## config.mk

```make
export PLATFORM = sky130hd
export DESIGN_NAME = servo_frame_receiver
export DESIGN_NICKNAME = d
export VERILOG_FILES = /design/src/hw/rtl/sfr_pkg.sv /design/src/hw/rtl/servo_frame_receiver.sv /design/src/hw/rtl/sfr_ctrl.sv /design/src/hw/rtl/sfr_datapath.sv
export SDC_FILE = /design/constraint.sdc
export NUM_CORES = 1
export LEC_CHECK = 0
export ABC_AREA = 0
export BUFFER_PORTS_ARGS = -buffer_cell sky130_fd_sc_hd__buf_4
export CAP_MARGIN = 40
export CORE_ASPECT_RATIO = 0.6
export CORE_MARGIN = 1
export CORE_UTILIZATION = 50
export CTS_CLUSTER_DIAMETER = 100
export DETAILED_ROUTE_END_ITERATION = 16
export PLACE_DENSITY_LB_ADDON = 0.05
export SLEW_MARGIN = 25
export SYNTH_ARGS = -nofsm -noshare
export SYNTH_HDL_FRONTEND = slang
export SYNTH_HIERARCHICAL = 1
export SYNTH_SLANG_ARGS = --single-unit
```

## constraint.sdc

```tcl
create_clock -name clk -period 4.39 [get_ports clk]
set_input_delay 0.439 -clock clk [delete_from_list [all_inputs] [get_ports clk]]
set_output_delay 0.439 -clock clk [all_outputs]
set_load 0.02 [all_outputs]
```

## src/hw/rtl/sfr_pkg.sv

```systemverilog
package sfr_pkg;

  localparam int STORE_DEPTH = 16;
  localparam int FRAME_LIMIT = (STORE_DEPTH < 16) ? STORE_DEPTH : 16;
  localparam int CNT_W       = $clog2(FRAME_LIMIT + 1);
  localparam int ADDR_W      = $clog2(FRAME_LIMIT);
  localparam int CMP_W       = ((CNT_W > 5) ? CNT_W : 5) + 1;

  localparam int BYTE_W      = 8;
  localparam int LEN_W       = 4;
  localparam int IDX_W       = 4;
  localparam int CFG_IDX_W   = 2;

  localparam int HEADER_BYTES = 2;
  localparam int LEN_POS      = 3;
  localparam int FRAME_EXTRA  = 3;
  localparam int MIN_FRAME    = 4;
  localparam int MAX_LEN      = FRAME_LIMIT - FRAME_EXTRA;

  localparam logic [BYTE_W-1:0] HEADER_RST  = 8'h55;
  localparam logic [LEN_W-1:0]  MIN_LEN_RST = 4'd3;
  localparam logic [LEN_W-1:0]  MAX_LEN_RST = 4'd7;
  localparam logic [LEN_W-1:0]  FLEN_RST    = 4'd2;
  localparam logic [LEN_W-1:0]  FLEN_ABORT  = 4'd3;

  typedef enum logic [CFG_IDX_W-1:0] {
    REG_HEADER  = 2'd0,
    REG_MIN_LEN = 2'd1,
    REG_MAX_LEN = 2'd2
  } cfg_reg_t;

  localparam logic KIND_BYTE = 1'b0;
  localparam logic KIND_TAKE = 1'b1;

  typedef enum logic {
    ST_IDLE,
    ST_EMIT
  } state_t;

  typedef struct packed {
    logic byte_acc;
    logic take_acc;
    logic emit_step;
  } sfr_cmd_t;

  typedef struct packed {
    logic frame_done;
    logic out_free;
    logic emit_last;
  } sfr_status_t;

endpackage

```

## src/hw/rtl/servo_frame_receiver.sv

```systemverilog
// Serial servo frame receiver. Each input beat is either a received byte or a
// take request. A received byte is absorbed by the header/length tracker and a
// register store of the frame bytes in the datapath. When a frame of L+3 bytes
// completes and no earlier frame is pending, it is marked pending and read out
// of the store one beat per cycle while the output is not stalled, headers
// first; input is stalled during that read-out. A take request is answered
// with one beat and clears the pending mark. Any item also waits while the
// output register holds a beat that has not been taken.
module servo_frame_receiver (
  input  logic                          clk,
  input  logic                          rst_n,
  input  logic                          cfg_we,
  input  logic [sfr_pkg::CFG_IDX_W-1:0] cfg_index,
  input  logic [sfr_pkg::BYTE_W-1:0]    cfg_wdata,
  input  logic                          in_valid,
  output logic                          in_stall,
  input  logic                          in_kind,
  input  logic [sfr_pkg::BYTE_W-1:0]    in_rx_byte,
  output logic                          out_valid,
  input  logic                          out_stall,
  output logic [sfr_pkg::BYTE_W-1:0]    out_frame_byte,
  output logic [sfr_pkg::IDX_W-1:0]     out_byte_index,
  output logic                          out_last_byte,
  output logic                          out_is_answer,
  output logic                          out_had_frame
);

  sfr_pkg::sfr_cmd_t    cmd;
  sfr_pkg::sfr_status_t status;

  sfr_ctrl u_ctrl (
    .clk      (clk),
    .rst_n    (rst_n),
    .in_valid (in_valid),
    .in_kind  (in_kind),
    .in_stall (in_stall),
    .status   (status),
    .cmd      (cmd)
  );

  sfr_datapath u_datapath (
    .clk            (clk),
    .rst_n          (rst_n),
    .cfg_we         (cfg_we),
    .cfg_index      (cfg_index),
    .cfg_wdata      (cfg_wdata),
    .in_rx_byte     (in_rx_byte),
    .cmd            (cmd),
    .status         (status),
    .out_valid      (out_valid),
    .out_stall      (out_stall),
    .out_frame_byte (out_frame_byte),
    .out_byte_index (out_byte_index),
    .out_last_byte  (out_last_byte),
    .out_is_answer  (out_is_answer),
    .out_had_frame  (out_had_frame)
  );

endmodule

```

## src/hw/rtl/sfr_ctrl.sv

```systemverilog
module sfr_ctrl (
  input  logic                clk,
  input  logic                rst_n,
  input  logic                in_valid,
  input  logic                in_kind,
  output logic                in_stall,
  input  sfr_pkg::sfr_status_t status,
  output sfr_pkg::sfr_cmd_t    cmd
);

  sfr_pkg::state_t state_r;
  sfr_pkg::state_t state_nxt;
  logic            accept;

  assign accept = in_valid && !in_stall;

  always_ff @(posedge clk) begin
    if (!rst_n) begin
      state_r <= sfr_pkg::ST_IDLE;
    end else begin
      state_r <= state_nxt;
    end
  end

  always_comb begin
    state_nxt = state_r;
    unique case (state_r)
      sfr_pkg::ST_IDLE: begin
        if (accept && (in_kind == sfr_pkg::KIND_BYTE) && status.frame_done) begin
          state_nxt = sfr_pkg::ST_EMIT;
        end
      end
      sfr_pkg::ST_EMIT: begin
        if (status.out_free && status.emit_last) begin
          state_nxt = sfr_pkg::ST_IDLE;
        end
      end
      default: state_nxt = sfr_pkg::ST_IDLE;
    endcase
  end

  always_comb begin
    in_stall      = 1'b1;
    cmd.byte_acc  = 1'b0;
    cmd.take_acc  = 1'b0;
    cmd.emit_step = 1'b0;
    unique case (state_r)
      sfr_pkg::ST_IDLE: begin
        in_stall     = !status.out_free;
        cmd.byte_acc = in_valid && status.out_free && (in_kind == sfr_pkg::KIND_BYTE);
        cmd.take_acc = in_valid && status.out_free && (in_kind == sfr_pkg::KIND_TAKE);
      end
      sfr_pkg::ST_EMIT: begin
        cmd.emit_step = status.out_free;
      end
      default: in_stall = 1'b1;
    endcase
  end

endmodule

```

## src/hw/rtl/sfr_datapath.sv

```systemverilog
module sfr_datapath (
  input  logic                                 clk,
  input  logic                                 rst_n,
  input  logic                                 cfg_we,
  input  logic [sfr_pkg::CFG_IDX_W-1:0]        cfg_index,
  input  logic [sfr_pkg::BYTE_W-1:0]           cfg_wdata,
  input  logic [sfr_pkg::BYTE_W-1:0]           in_rx_byte,
  input  sfr_pkg::sfr_cmd_t                    cmd,
  output sfr_pkg::sfr_status_t                 status,
  output logic                                 out_valid,
  input  logic                                 out_stall,
  output logic [sfr_pkg::BYTE_W-1:0]           out_frame_byte,
  output logic [sfr_pkg::IDX_W-1:0]            out_byte_index,
  output logic                                 out_last_byte,
  output logic                                 out_is_answer,
  output logic                                 out_had_frame
);

  logic [sfr_pkg::BYTE_W-1:0] header_r;
  logic [sfr_pkg::LEN_W-1:0]  min_len_r;
  logic [sfr_pkg::LEN_W-1:0]  max_len_r;

  logic                       in_frame_r, in_frame_nxt;
  logic                       header_seen_r, header_seen_nxt;
  logic [sfr_pkg::LEN_W-1:0]  frame_length_r, frame_length_nxt;
  logic [sfr_pkg::CNT_W-1:0]  byte_count_r, byte_count_nxt;
  logic                       pending_r;

  logic [sfr_pkg::BYTE_W-1:0] store_r [sfr_pkg::FRAME_LIMIT];
  logic                       store_we;
  logic [sfr_pkg::ADDR_W-1:0] store_addr;

  logic [sfr_pkg::CNT_W-1:0]  emit_idx_r;
  logic [sfr_pkg::CNT_W-1:0]  run_len_r;

  logic                       out_valid_r;
  logic [sfr_pkg::BYTE_W-1:0] out_frame_byte_r;
  logic [sfr_pkg::IDX_W-1:0]  out_byte_index_r;
  logic                       out_last_byte_r;
  logic                       out_is_answer_r;
  logic                       out_had_frame_r;

  logic                       in_frame_a;
  logic [sfr_pkg::CNT_W-1:0]  cnt_a;
  logic [sfr_pkg::CNT_W-1:0]  cnt_inc;
  logic                       len_ok;
  logic                       len_bad;
  logic                       byte_done;
  logic                       out_free;
  logic                       emit_last;
  logic [sfr_pkg::BYTE_W-1:0] emit_byte;

  assign out_free  = !out_valid_r || !out_stall;
  assign emit_last = ((emit_idx_r + sfr_pkg::CNT_W'(1)) == run_len_r);
  assign emit_byte = (emit_idx_r < sfr_pkg::CNT_W'(sfr_pkg::HEADER_BYTES)) ?
                     header_r : store_r[emit_idx_r[sfr_pkg::ADDR_W-1:0]];

  assign len_bad = (in_rx_byte < {4'd0, min_len_r}) ||
                   (in_rx_byte > {4'd0, max_len_r}) ||
                   (in_rx_byte == '0) ||
                   (in_rx_byte > sfr_pkg::BYTE_W'(sfr_pkg::MAX_LEN));

  always_comb begin
    header_seen_nxt  = header_seen_r;
    frame_length_nxt = frame_length_r;
    in_frame_a       = in_frame_r;
    cnt_a            = byte_count_r;
    cnt_inc          = '0;
    len_ok           = 1'b1;
    byte_done        = 1'b0;
    store_we         = 1'b0;
    if (!in_frame_r) begin
      if (in_rx_byte == header_r) begin
        if (header_seen_r) begin
          header_seen_nxt = 1'b0;
          in_frame_a      = 1'b1;
          cnt_a           = sfr_pkg::CNT_W'(1);
        end else begin
          header_seen_nxt = 1'b1;
        end
      end else begin
        header_seen_nxt = 1'b0;
        cnt_a           = '0;
      end
    end
    in_frame_nxt   = in_frame_a;
    byte_count_nxt = cnt_a;
    if (in_frame_a) begin
      store_we = 1'b1;
      if (cnt_a == sfr_pkg::CNT_W'(sfr_pkg::LEN_POS)) begin
        if (len_bad) begin
          frame_length_nxt = sfr_pkg::FLEN_ABORT;
          in_frame_nxt     = 1'b0;
          byte_count_nxt   = '0;
          len_ok           = 1'b0;
        end else begin
          frame_length_nxt = in_rx_byte[sfr_pkg::LEN_W-1:0];
        end
      end
      if (len_ok) begin
        cnt_inc        = cnt_a + sfr_pkg::CNT_W'(1);
        byte_count_nxt = cnt_inc;
        if ((cnt_inc >= sfr_pkg::CNT_W'(sfr_pkg::MIN_FRAME)) &&
            (sfr_pkg::CMP_W'(cnt_inc) ==
             sfr_pkg::CMP_W'(frame_length_nxt) + sfr_pkg::CMP_W'(sfr_pkg::FRAME_EXTRA))) begin
          byte_done      = 1'b1;
          in_frame_nxt   = 1'b0;
          byte_count_nxt = '0;
        end
      end
    end
  end

  assign store_addr = cnt_a[sfr_pkg::ADDR_W-1:0];

  assign status.frame_done = byte_done && !pending_r;
  assign status.out_free   = out_free;
  assign status.emit_last  = emit_last;

  always_ff @(posedge clk) begin
    if (!rst_n) begin
      header_r  <= sfr_pkg::HEADER_RST;
      min_len_r <= sfr_pkg::MIN_LEN_RST;
      max_len_r <= sfr_pkg::MAX_LEN_RST;
    end else if (cfg_we) begin
      unique case (cfg_index)
        sfr_pkg::REG_HEADER:  header_r  <= cfg_wdata;
        sfr_pkg::REG_MIN_LEN: min_len_r <= cfg_wdata[sfr_pkg::LEN_W-1:0];
        sfr_pkg::REG_MAX_LEN: max_len_r <= cfg_wdata[sfr_pkg::LEN_W-1:0];
        default: ;
      endcase
    end
  end

  always_ff @(posedge clk) begin
    if (!rst_n) begin
      in_frame_r     <= 1'b0;
      header_seen_r  <= 1'b0;
      frame_length_r <= sfr_pkg::FLEN_RST;
      byte_count_r   <= '0;
      pending_r      <= 1'b0;
    end else if (cmd.byte_acc) begin
      in_frame_r     <= in_frame_nxt;
      header_seen_r  <= header_seen_nxt;
      frame_length_r <= frame_length_nxt;
      byte_count_r   <= byte_count_nxt;
      if (byte_done) begin
        pending_r <= 1'b1;
      end
    end else if (cmd.take_acc) begin
      pending_r <= 1'b0;
    end
  end

  always_ff @(posedge clk) begin
    if (cmd.byte_acc && store_we) begin
      store_r[store_addr] <= in_rx_byte;
    end
  end

  always_ff @(posedge clk) begin
    if (!rst_n) begin
      emit_idx_r <= '0;
      run_len_r  <= '0;
    end else if (cmd.byte_acc && byte_done && !pending_r) begin
      emit_idx_r <= '0;
      run_len_r  <= cnt_inc;
    end else if (cmd.emit_step) begin
      emit_idx_r <= emit_idx_r + sfr_pkg::CNT_W'(1);
    end
  end

  always_ff @(posedge clk) begin
    if (!rst_n) begin
      out_valid_r <= 1'b0;
    end else if (cmd.take_acc || cmd.emit_step) begin
      out_valid_r <= 1'b1;
    end else if (out_valid_r && !out_stall) begin
      out_valid_r <= 1'b0;
    end
  end

  always_ff @(posedge clk) begin
    if (cmd.take_acc) begin
      out_frame_byte_r <= '0;
      out_byte_index_r <= '0;
      out_last_byte_r  <= 1'b0;
      out_is_answer_r  <= 1'b1;
      out_had_frame_r  <= pending_r;
    end else if (cmd.emit_step) begin
      out_frame_byte_r <= emit_byte;
      out_byte_index_r <= emit_idx_r[sfr_pkg::IDX_W-1:0];
      out_last_byte_r  <= emit_last;
      out_is_answer_r  <= 1'b0;
      out_had_frame_r  <= 1'b0;
    end
  end

  assign out_valid      = out_valid_r;
  assign out_frame_byte = out_frame_byte_r;
  assign out_byte_index = out_byte_index_r;
  assign out_last_byte  = out_last_byte_r;
  assign out_is_answer  = out_is_answer_r;
  assign out_had_frame  = out_had_frame_r;

endmodule
```

==> results.yml, run 1 <==
timing:
  hold_viol_final: 0
  grt_setup_unrepaired: "false"
  hold-worst-slack_ns: 0.246
  min_period_over_period_pct: 96.0
  setup_viol: 0
  timing.slew.headroom_pct: 50.6
  tns_ns: 0
  tightest_slew_ns: 0.740
  finalWorstPathRequiredPeriod_ns: 4.22
  max_freq_mhz: 237
  timing_max_transition_violations_final: 0
  final.setup_skew_ns: 0.0149
  slack_of_the_critical_path_ns: 0.174
place:
  place.gp.congestion: 0.881
  pre_cts_slack_ns: -0.123
  port-buffer-count: 40
  place_hpwl_um: 13200
  postPlaceCellArea_um2: 8900
logic_synthesis:
  yosys-top-cells-count: "sky130_fd_sc_hd__edfxtp_1 (129), sky130_fd_sc_hd__dfxtp_1 (58), sky130_fd_sc_hd__mux4_2 (40)"
  number_of_synthesized_flops_with_an_enable_pin: 129
  synth_top_flop_cell: "sky130_fd_sc_hd__edfxtp_1"
  netlist_area_um2: 8260
  yosys_warnings: 6
  synth_top_area_share_pct: 46.9
  synth.distinct_cells: 61
  fraction_of_registers_with_async_set_or_reset_after_synthesis_pct: 0
  seq_area_frac_synth_pct: 61.0
  synth_most_common_cell: "sky130_fd_sc_hd__edfxtp_1"
  postSynthNetCount: 604
  cells_after_synthesis: 567
  yosysTopAreaCell: "sky130_fd_sc_hd__edfxtp_1"
  syn_area_per_cell_um2: 14.6
  netlist_top_cells_area: "sky130_fd_sc_hd__edfxtp_1 (47%), sky130_fd_sc_hd__dfxtp_1 (14%), sky130_fd_sc_hd__mux4_2 (11%)"
  synth_seq_cells: 187
detailed_routing:
  dr_total_vias: 4937
  drtAntennaViolNets: 0
  detailedRoute.firstIterationViolations: 558
  post_drt_via_cell_ratio: 5.86
  avgRoutedWirePerCell_um: 22.6
  detailedRoute.firstPassIterationCount: 5
  postRouteWirelength_um: 19000
  route.detailed.drc: 0
pwr:
  worst_ir_drop_vdd_uv: 273
  leakage_uw: 0.00334
  powerDensity_nw_per_um2: 371
global_routing:
  grt_max_degree: 51
  first_pass_grt_wire_length_um: 28800
  number_of_antenna_violations_at_the_first_check_in_global_routing: 0
  first_global_vias: 4727
  globalRouteTotalUtil_pct: 23.7
  grt_overflow_total: 0
floorplan:
  num_io_pins: 41
  floorplan.die.height_um: 102
  initial_utilization_pct: 52.5
  die_area_um2: 17000
  num_rows: 35
  fp.dieW_um: 168
  core_um2: 15700
layout:
  design_area_um2: 9510
  syn_to_final_growth_pct: 15.2
  filler_cells: 1196
  final_nets: 664
  antenna_cells: 0
  drive_above_1_share_pct: 25.5
cts:
  clock_tree_buffer_depth: 2
  clock_sink_count: 187
  cts-root-buf: "sky130_fd_sc_hd__clkbuf_16"
  worst_setup_hold_path_clk_slew_ns: 0.07
  htree_levels: 4
  clkLatencyLatePin_ns: 0.42
  numCtsBuffers: 17
  holdBufCountCts: 0
  clock_tree_from_tritoncts: "built"
setup_path:
  timing.critical_path.required_ns: 4.72
  critPathMaxFanout: 8
  timing.critical_path.to_type: "flop"
  timing.setup.critical_path_class: "reg -> reg"
  critical_path.startpoint_type: "flop"
  cp.arrival_ns: 4.55
run:
  maxCapViolCount: 0
min_path:
  hold_class: "in -> reg"
status:
  outcome: "complete, no violations"
[state kept, by name, summed over array words and instances (netlist names), 4 cells and up, named ones only]
| name | count |
|---|---|
| u_datapath/out_byte_index | 4 |
| u_datapath/run_len_r | 5 |
| u_datapath/byte_count_r | 5 |
| u_datapath/store_r | 128 |
| u_datapath/emit_idx_r | 5 |
| u_datapath/header_r | 8 |
| u_datapath/max_len_r | 4 |
| u_datapath/frame_length_r | 4 |
| u_datapath/min_len_r | 4 |
| u_datapath/out_frame_byte | 8 |
[logic make-up after synthesis]
| family | share of synthesized area (%) |
|---|---|
| compound gates | 5.06 |
| xor+xnor | 2.93 |
| fa+ha+maj | 1.97 |
| buf+inv | 2.70 |
| flops | 61.0 |
| mux | 15.5 |
| simple gates | 10.8 |
[layer usage]
metal | track usage, % | wire (µm) | vias up | share of wire (%)
li1 | - | - | 2262 | -
met1 | 37.9 | 9660 | 2514 | 51
met2 | 33.0 | 7940 | 156 | 42
met3 | 4.81 | 1340 | 5 | 7.0
met4 | 4.87 | 89 | 0 | 0.47
met5 | 0 | 0 | - | 0
[worst max-delay path: stages (launching register included)]
cell and delay [ns]:
sky130_fd_sc_hd__dfxtp_1 0.34, sky130_fd_sc_hd__xor2_1 0.20, sky130_fd_sc_hd__nor4_4 0.42, sky130_fd_sc_hd__a31oi_2 0.17
sky130_fd_sc_hd__and2b_1 0.27, sky130_fd_sc_hd__ha_1 0.17, sky130_fd_sc_hd__a21boi_1 0.23, sky130_fd_sc_hd__nand2_2 0.14
sky130_fd_sc_hd__mux2i_1 0.22, sky130_fd_sc_hd__inv_1 0.07, sky130_fd_sc_hd__ha_1 0.33, sky130_fd_sc_hd__xnor2_2 0.21
sky130_fd_sc_hd__inv_1 0.07, sky130_fd_sc_hd__a211o_1 0.28, sky130_fd_sc_hd__o211ai_1 0.11, sky130_fd_sc_hd__and4bb_4 0.31
sky130_fd_sc_hd__and4b_4 0.36, sky130_fd_sc_hd__mux2i_1 0.23
[power breakdown]
group          internal (µW)  leakage, µW  total, µW  switching [µW]
registers               1880      0.00163       1890            4.29
logic                   48.6      0.00141        127            78.1
clock network            829     0.000293       1510             684
total                   2760      0.00334       3530             767
[what timing repair did]
| action | in CTS | in global routing |
|---|---|---|
| setup buffers | 0 | 1 |
| setup endpoints to repair | 0 | 15 |
| hold endpoints to repair | 0 | 0 |
| resized for setup | 0 | 2 |
[through the flow]
stage | instances | power, µW | util [%]
after CTS | 842 | 3550 | 60.3
after detailed placement | 810 | 2050 | 56.6
after global placement | 809 | 2050 | 56.5
after global routing | 843 | 3630 | 60.5
final | 843 | 3530 | 60.5
after floorplan | 567 | 1980 | -
[final timing paths]
| check | startpoint | endpoint | slack (ns) | cells after the start |
|---|---|---|---|---|
| max reg2reg | u_datapath/header_r[4] | u_datapath/run_len_r[1] | 0.17 | 17 |
| min reg2reg | u_datapath/out_is_answer | u_datapath/out_is_answer | 0.45 | 2 |
| min | cfg_wdata[6] | u_datapath/header_r[6] | 0.25 | 3 |
| max | u_datapath/header_r[4] | u_datapath/run_len_r[1] | 0.17 | 17 |
[cell usage in the layout, fill, tap and decap left out, types with 2 or more instances in the layout]
cell type / netlist / final
sky130_fd_sc_hd__edfxtp_1: 129 / 129
sky130_fd_sc_hd__buf_4: 2 / 69
sky130_fd_sc_hd__dfxtp_1: 58 / 57
sky130_fd_sc_hd__mux4_2: 40 / 40
sky130_fd_sc_hd__nand2_1: 39 / 39
sky130_fd_sc_hd__mux2i_1: 37 / 37
sky130_fd_sc_hd__nor2_1: 26 / 25
sky130_fd_sc_hd__inv_1: 22 / 22
sky130_fd_sc_hd__clkbuf_16: 0 / 18
sky130_fd_sc_hd__and2_1: 17 / 16
sky130_fd_sc_hd__xor2_1: 14 / 14
sky130_fd_sc_hd__ha_1: 13 / 13
sky130_fd_sc_hd__nor2b_1: 12 / 12
sky130_fd_sc_hd__o21ai_0: 12 / 12
sky130_fd_sc_hd__nand3_1: 12 / 12
sky130_fd_sc_hd__xnor2_1: 11 / 10
sky130_fd_sc_hd__a211oi_1: 8 / 8
sky130_fd_sc_hd__a21oi_1: 7 / 7
sky130_fd_sc_hd__nand2b_1: 6 / 6
sky130_fd_sc_hd__o211ai_1: 6 / 6
sky130_fd_sc_hd__inv_8: 0 / 5
sky130_fd_sc_hd__nor3b_2: 4 / 5
sky130_fd_sc_hd__nand3b_1: 5 / 5
sky130_fd_sc_hd__nand4_1: 4 / 4
sky130_fd_sc_hd__and3_1: 4 / 4
sky130_fd_sc_hd__o22ai_1: 4 / 4
sky130_fd_sc_hd__clkbuf_8: 0 / 3
sky130_fd_sc_hd__inv_4: 0 / 3
sky130_fd_sc_hd__nor3_1: 3 / 3
sky130_fd_sc_hd__nor4_1: 3 / 3
sky130_fd_sc_hd__nor3b_1: 4 / 3
sky130_fd_sc_hd__a21boi_0: 4 / 3
sky130_fd_sc_hd__nor2_2: 1 / 2
sky130_fd_sc_hd__and4bb_4: 2 / 2
sky130_fd_sc_hd__nor4_4: 2 / 2
sky130_fd_sc_hd__and4_1: 2 / 2
sky130_fd_sc_hd__a31oi_1: 2 / 2
sky130_fd_sc_hd__o2111ai_1: 2 / 2
[layout make-up]
cell class / count / area, µm² / area share [%]
sequential: 187 / 5040 / 52.9
multi-input combinational: 329 / 3010 / 31.7
timing repair buffer: 70 / 538 / 5.66
clock buffer: 22 / 495 / 5.21
tap: 203 / 254 / 2.67
clock inverter: 10 / 91.3 / 0.960
inverter: 22 / 82.6 / 0.868
Power figures use the tool's default switching activity.
==> run 2: changes to the inputs <==
==> constraint.sdc (replaced) <==
create_clock -name clk -period 4.39 [get_ports clk]
set_input_delay 0.2195 -clock clk [delete_from_list [all_inputs] [get_ports clk]]
set_output_delay 0.2195 -clock clk [all_outputs]
set_load 0.02 [all_outputs]
==> run 2 against run 1 <==
Die area unchanged. Register-to-register slack gained 0.11 ns. Clock skew rose by 0.0010 ns. Core utilization is essentially flat. Fmax is 2.7% higher. Hold slack got worse by 0.23 ns. Sequential cell count unchanged. Routed wire length is 0.93% higher. Worst setup slack improved by 0.11 ns. Largest cell class unchanged. Highest routed layer unchanged.
==> results.yml, run 2 (synthesized netlist as in run 1, its figures left out) <==
status:
  outcome: "complete, no violations"
cts:
  clock_sink_count: 187
  cts-root-buf: "sky130_fd_sc_hd__clkbuf_16"
  worst_setup_hold_path_clk_slew_ns: 0.08
  numCtsBuffers: 17
  clock_tree_buffer_depth: 2
  htree_levels: 4
  clkLatencyLatePin_ns: 0.43
  clock_tree_from_tritoncts: "built"
floorplan:
  num_rows: 35
  initial_utilization_pct: 52.5
  fp.dieW_um: 168
  floorplan.die.height_um: 102
  core_um2: 15700
  die_area_um2: 17000
  num_io_pins: 41
layout:
  largest_register_ff_count: 128
  mostFrequentLayoutCell: "sky130_fd_sc_hd__edfxtp_1"
  drive_above_1_share_pct: 25.6
  layout_common_cells: "sky130_fd_sc_hd__edfxtp_1 (129), sky130_fd_sc_hd__buf_4 (66), sky130_fd_sc_hd__dfxtp_1 (57), sky130_fd_sc_hd__mux4_2 (40), sky130_fd_sc_hd__nand2_1 (39)"
  largest_register: "u_datapath/store_r"
  syn_to_final_growth_pct: 15.2
  final_nets: 664
  finalNonFillerCells: 843
  antenna_cells: 0
timing:
  grt_setup_unrepaired: "false"
  tightest_slew_ns: 0.861
  slack_of_the_critical_path_ns: 0.287
  tns_ns: 0
  timing_max_transition_violations_final: 0
  hold_viol_final: 0
  timing.slew.headroom_pct: 42.4
  min_period_over_period_pct: 93.5
  hold-worst-slack_ns: 0.0189
  final.setup_skew_ns: 0.0159
  setup_viol: 0
  max_freq_mhz: 244
  finalWorstPathRequiredPeriod_ns: 4.10
run:
  maxCapViolCount: 0
setup_path:
  critPathMaxFanout: 8
  critical_path.startpoint_type: "flop"
  timing.critical_path.required_ns: 4.72
  timing.critical_path.to_type: "flop"
  timing.setup.critical_path_class: "reg -> reg"
  cp.arrival_ns: 4.43
global_routing:
  globalRouteTotalUtil_pct: 23.9
  number_of_antenna_violations_at_the_first_check_in_global_routing: 0
  first_pass_grt_wire_length_um: 29000
  grt_overflow_total: 0
  first_global_vias: 4755
  grt_max_degree: 51
place:
  port-buffer-count: 40
  place_hpwl_um: 13300
  place.gp.congestion: 0.858
  pre_cts_slack_ns: 0.156
  dp.cells: 804
pwr:
  worst_ir_drop_vdd_uv: 168
  leakage_uw: 0.00330
  powerDensity_nw_per_um2: 365
detailed_routing:
  drtAntennaViolNets: 0
  dr_total_vias: 5014
  detailedRoute.firstIterationViolations: 505
  detailedRoute.firstPassIterationCount: 5
  post_drt_via_cell_ratio: 5.95
  postRouteWirelength_um: 19200
  route.detailed.drc: 0
  avgRoutedWirePerCell_um: 22.8
min_path:
  hold_class: "in -> reg"
-- run 2: cell types whose count changed in the layout (fill, tap and decap cells not counted), sizes merged, moves of 2 or more --
cell,change
clkinv,+4
buf,-2
clkbuf,-5
inv,-3
clkinvlp,+4
-- run 2: stage by stage --
step	utilization (%)	cell area (µm²)	total power, µW
after floorplan	-	8260	1980
after global placement	56.2	8830	2040
after detailed placement	56.4	8860	2050
after CTS	60.0	9430	3500
after global routing	60.5	9510	3580
final	60.5	9510	3470
-- run 2: metal layers --
metal | vias up | wire [µm] | GRT usage (%)
met2 | 210 | 8070 | 33.6
li1 | 2272 | - | -
met4 | 0 | 185 | 6.63
met1 | 2512 | 9340 | 36.9
met5 | - | 0 | 0
met3 | 20 | 1610 | 5.55
-- run 2: final cells by class --
cell class,instances,area [µm²]
fill,1188,6210
sequential,187,5040
multi-input combinational,330,3030
timing repair buffer,69,541
clock buffer,17,425
tap,203,254
clock inverter,15,134
inverter,22,82.6
-- run 2: report_power, final --
| part | switching, µW | total [µW] | leakage (µW) | internal, µW |
|---|---|---|---|---|
| Clock | 715 | 1460 | 0.000260 | 746 |
| Combinational | 78.0 | 124 | 0.00141 | 46.1 |
| Sequential | 3.91 | 1890 | 0.00163 | 1880 |
-- run 2: critical path, stage by stage (launching register included) --
cell                       delay (ns)
sky130_fd_sc_hd__dfxtp_1         0.35
sky130_fd_sc_hd__xor2_1          0.20
sky130_fd_sc_hd__nor4_4          0.39
sky130_fd_sc_hd__a31oi_2         0.15
sky130_fd_sc_hd__and2b_1         0.26
sky130_fd_sc_hd__ha_1            0.18
sky130_fd_sc_hd__a21boi_1        0.23
sky130_fd_sc_hd__nand2_2         0.16
sky130_fd_sc_hd__mux2i_2         0.22
sky130_fd_sc_hd__inv_1           0.07
sky130_fd_sc_hd__ha_1            0.33
sky130_fd_sc_hd__xnor2_2         0.21
sky130_fd_sc_hd__inv_1           0.06
sky130_fd_sc_hd__a211o_1         0.27
sky130_fd_sc_hd__o211ai_1        0.11
sky130_fd_sc_hd__and4bb_4        0.33
sky130_fd_sc_hd__and4b_4         0.33
sky130_fd_sc_hd__buf_4           0.14
sky130_fd_sc_hd__nor3b_2         0.03
-- run 2: final timing paths --
kind,start,to,slack [ns],cells past startpoint
min,in_rx_byte[1],u_datapath/store_r[0][1],0.02,1
min reg2reg,u_datapath/out_is_answer,u_datapath/out_is_answer,0.46,2
max reg2reg,u_datapath/header_r[4],u_datapath/emit_idx_r[4],0.29,18
max,u_datapath/header_r[4],u_datapath/emit_idx_r[4],0.29,18
-- run 2: repair_timing --
| item | 4_1_cts | 5_1_grt |
|---|---|---|
| hold buffers | 1 | 0 |
| endpoints found under the setup margin | 0 | 17 |
| gates resized for setup | 0 | 4 |
| buffers inserted | 0 | 4 |
| endpoints found under the hold margin | 1 | 0 |
==> run 3: changes to the inputs <==
--- a/config.mk
+++ b/config.mk
@@ -14,6 +14,7 @@
 export CTS_CLUSTER_DIAMETER = 100
 export DETAILED_ROUTE_END_ITERATION = 16
 export PLACE_DENSITY_LB_ADDON = 0.05
+export RECOVER_POWER = 25
 export SLEW_MARGIN = 25
 export SYNTH_ARGS = -nofsm -noshare
 export SYNTH_HDL_FRONTEND = slang
==> run 3 against run 2 <==
Global-route usage unchanged. First-iteration DRC count rose by 4.8%. Via count up 0.16%.
==> results.yml, run 3 (synthesized netlist as in run 1, its figures left out) <==
layout:
  antenna_cells: 0
  largest_register_ff_count: 128
  layout.core_utilization_pct: 60.3
  mostFrequentLayoutCell: "sky130_fd_sc_hd__edfxtp_1"
  layout_common_cells: "sky130_fd_sc_hd__edfxtp_1 (129), sky130_fd_sc_hd__buf_4 (58), sky130_fd_sc_hd__dfxtp_1 (57), sky130_fd_sc_hd__mux4_2 (40), sky130_fd_sc_hd__nand2_1 (39)"
  syn_to_final_growth_pct: 14.8
  final_nets: 664
  drive_above_1_share_pct: 24.4
  filler_cells: 1201
  largest_register: "u_datapath/store_r"
setup_path:
  reg2regPathDepth: 18
  r2r-end: "u_datapath/emit_idx_r[4]"
  critPathMaxFanout: 8
  timing.critical_path.to_type: "flop"
  cp.arrival_ns: 4.44
  slack_of_the_worst_reg_to_reg_path_ns: 0.28
  timing.setup.critical_path_class: "reg -> reg"
  critical_path.startpoint_type: "flop"
  critical_path.reg2reg.startpoint: "u_datapath/header_r[4]"
  timing.critical_path.required_ns: 4.72
timing:
  slack_of_the_critical_path_ns: 0.284
  max_freq_mhz: 244
  min_period_over_period_pct: 93.5
  timing_max_transition_violations_final: 0
  hold-worst-slack_ns: 0.0473
  setup_viol: 0
  tns_ns: 0
  tightest_slew_ns: 0.993
  final.setup_skew_ns: 0.0167
  grt_setup_unrepaired: "false"
  hold_viol_final: 0
  timing.slew.headroom_pct: 33.8
  finalWorstPathRequiredPeriod_ns: 4.11
pwr:
  powerDensity_nw_per_um2: 366
  worst_ir_drop_vdd_uv: 167
  leakage_uw: 0.00327
cts:
  clkLatencyLatePin_ns: 0.43
  worst_setup_hold_path_clk_slew_ns: 0.08
  clock_tree_buffer_depth: 2
  htree_levels: 4
  cts-root-buf: "sky130_fd_sc_hd__clkbuf_16"
  clock_tree_from_tritoncts: "built"
  clock_sink_count: 187
  numCtsBuffers: 17
floorplan:
  core_um2: 15700
  num_rows: 35
  fp.dieW_um: 168
  floorplan.die.height_um: 102
  num_io_pins: 41
  initial_utilization_pct: 52.5
  die_area_um2: 17000
global_routing:
  globalRouteMet2Util_pct: 33.6
  grt_overflow_total: 0
  global_route_track_usage_on_met3_pct: 5.55
  first_global_vias: 4755
  grt_max_degree: 51
  first_pass_grt_wire_length_um: 29000
  grt-busiest-layer: "met1"
  number_of_antenna_violations_at_the_first_check_in_global_routing: 0
  gr-usage-met1_pct: 36.9
  globalRouteTotalUtil_pct: 23.9
place:
  pre_cts_slack_ns: 0.156
  place.gp.congestion: 0.858
  place_hpwl_um: 13300
  port-buffer-count: 40
min_path:
  min_delay_worst_endpoint: "u_datapath/header_r[2]"
  min_from: "cfg_wdata[2]"
  hold_class: "in -> reg"
  timing.hold.worst_path_depth: 3
detailed_routing:
  post_drt_via_cell_ratio: 5.96
  route.detailed.drc: 0
  dr_total_vias: 5022
  detailedRoute.firstIterationViolations: 529
  postRouteWirelength_um: 19200
  avgRoutedWirePerCell_um: 22.8
  detailedRoute.firstPassIterationCount: 5
  drtAntennaViolNets: 0
status:
  outcome: "complete, no violations"
run:
  maxCapViolCount: 0
-- run 3: changes by cell type in the layout (fill, tap and decap cells not counted) --
cell,change
sky130_fd_sc_hd__buf_4,-8
sky130_fd_sc_hd__clkbuf_1,+8
-- run 3: worst max-delay path by stage --
stage,cells past startpoint,startpoint,endpoint
after floorplan,20,u_datapath/header_r[7],u_datapath/run_len_r[0]
after global placement,18,in_rx_byte[7],u_datapath/run_len_r[1]
after detailed placement,18,in_rx_byte[7],u_datapath/run_len_r[4]
after CTS,17,u_datapath/header_r[7],u_datapath/run_len_r[2]
after global routing,17,u_datapath/header_r[4],u_datapath/run_len_r[4]
final,18,u_datapath/header_r[4],u_datapath/emit_idx_r[4]
-- run 3: metrics by stage --
stage	cell area, µm²	cells	total power, µW
floorplan	8260	567	1980
global placement	8830	802	2040
detailed placement	8860	804	2050
CTS	9430	837	3500
global route	9480	843	3570
finish	9480	843	3470
-- run 3: cell type report --
class	instances	area [µm²]	area share [%]
clock buffer	17	425	4.49
clock inverter	15	134	1.41
inverter	22	82.6	0.871
multi-input combinational	330	3030	32.0
sequential	187	5040	53.1
tap	203	254	2.68
timing repair buffer	69	510	5.39
-- run 3: timing repair --
action                     4_1_cts  5_1_grt
hold buffers                     1        0
hold endpoints to repair         1        0
setup endpoints to repair        0       17
buffers inserted                 0        4
resized for setup                0        4
-- run 3: critical path, stage by stage (launching register included) --
cell and delay (ns):
sky130_fd_sc_hd__dfxtp_1 0.35, sky130_fd_sc_hd__xor2_1 0.20, sky130_fd_sc_hd__nor4_4 0.39, sky130_fd_sc_hd__a31oi_2 0.15, sky130_fd_sc_hd__and2b_1 0.26, sky130_fd_sc_hd__ha_1 0.18
sky130_fd_sc_hd__a21boi_1 0.23, sky130_fd_sc_hd__nand2_2 0.16, sky130_fd_sc_hd__mux2i_2 0.22, sky130_fd_sc_hd__inv_1 0.07, sky130_fd_sc_hd__ha_1 0.33, sky130_fd_sc_hd__xnor2_2 0.21
sky130_fd_sc_hd__inv_1 0.06, sky130_fd_sc_hd__a211o_1 0.27, sky130_fd_sc_hd__o211ai_1 0.11, sky130_fd_sc_hd__and4bb_4 0.33, sky130_fd_sc_hd__and4b_4 0.33, sky130_fd_sc_hd__buf_4 0.14
sky130_fd_sc_hd__nor3b_2 0.03
-- run 3: report_power, final --
part | internal [µW] | leakage (µW) | switching (µW)
Clock | 746 | 0.000260 | 714
Combinational | 42.8 | 0.00138 | 78.1
Sequential | 1880 | 0.00163 | 4.00
Total | 2670 | 0.00327 | 796
-- run 3: per-layer routing --
layer / routed length (µm) / vias up
met1: 9210 / 2514
met3: 1720 / 19
met5: 0 / -
met4: 178 / 0
met2: 8100 / 214
li1: - / 2275
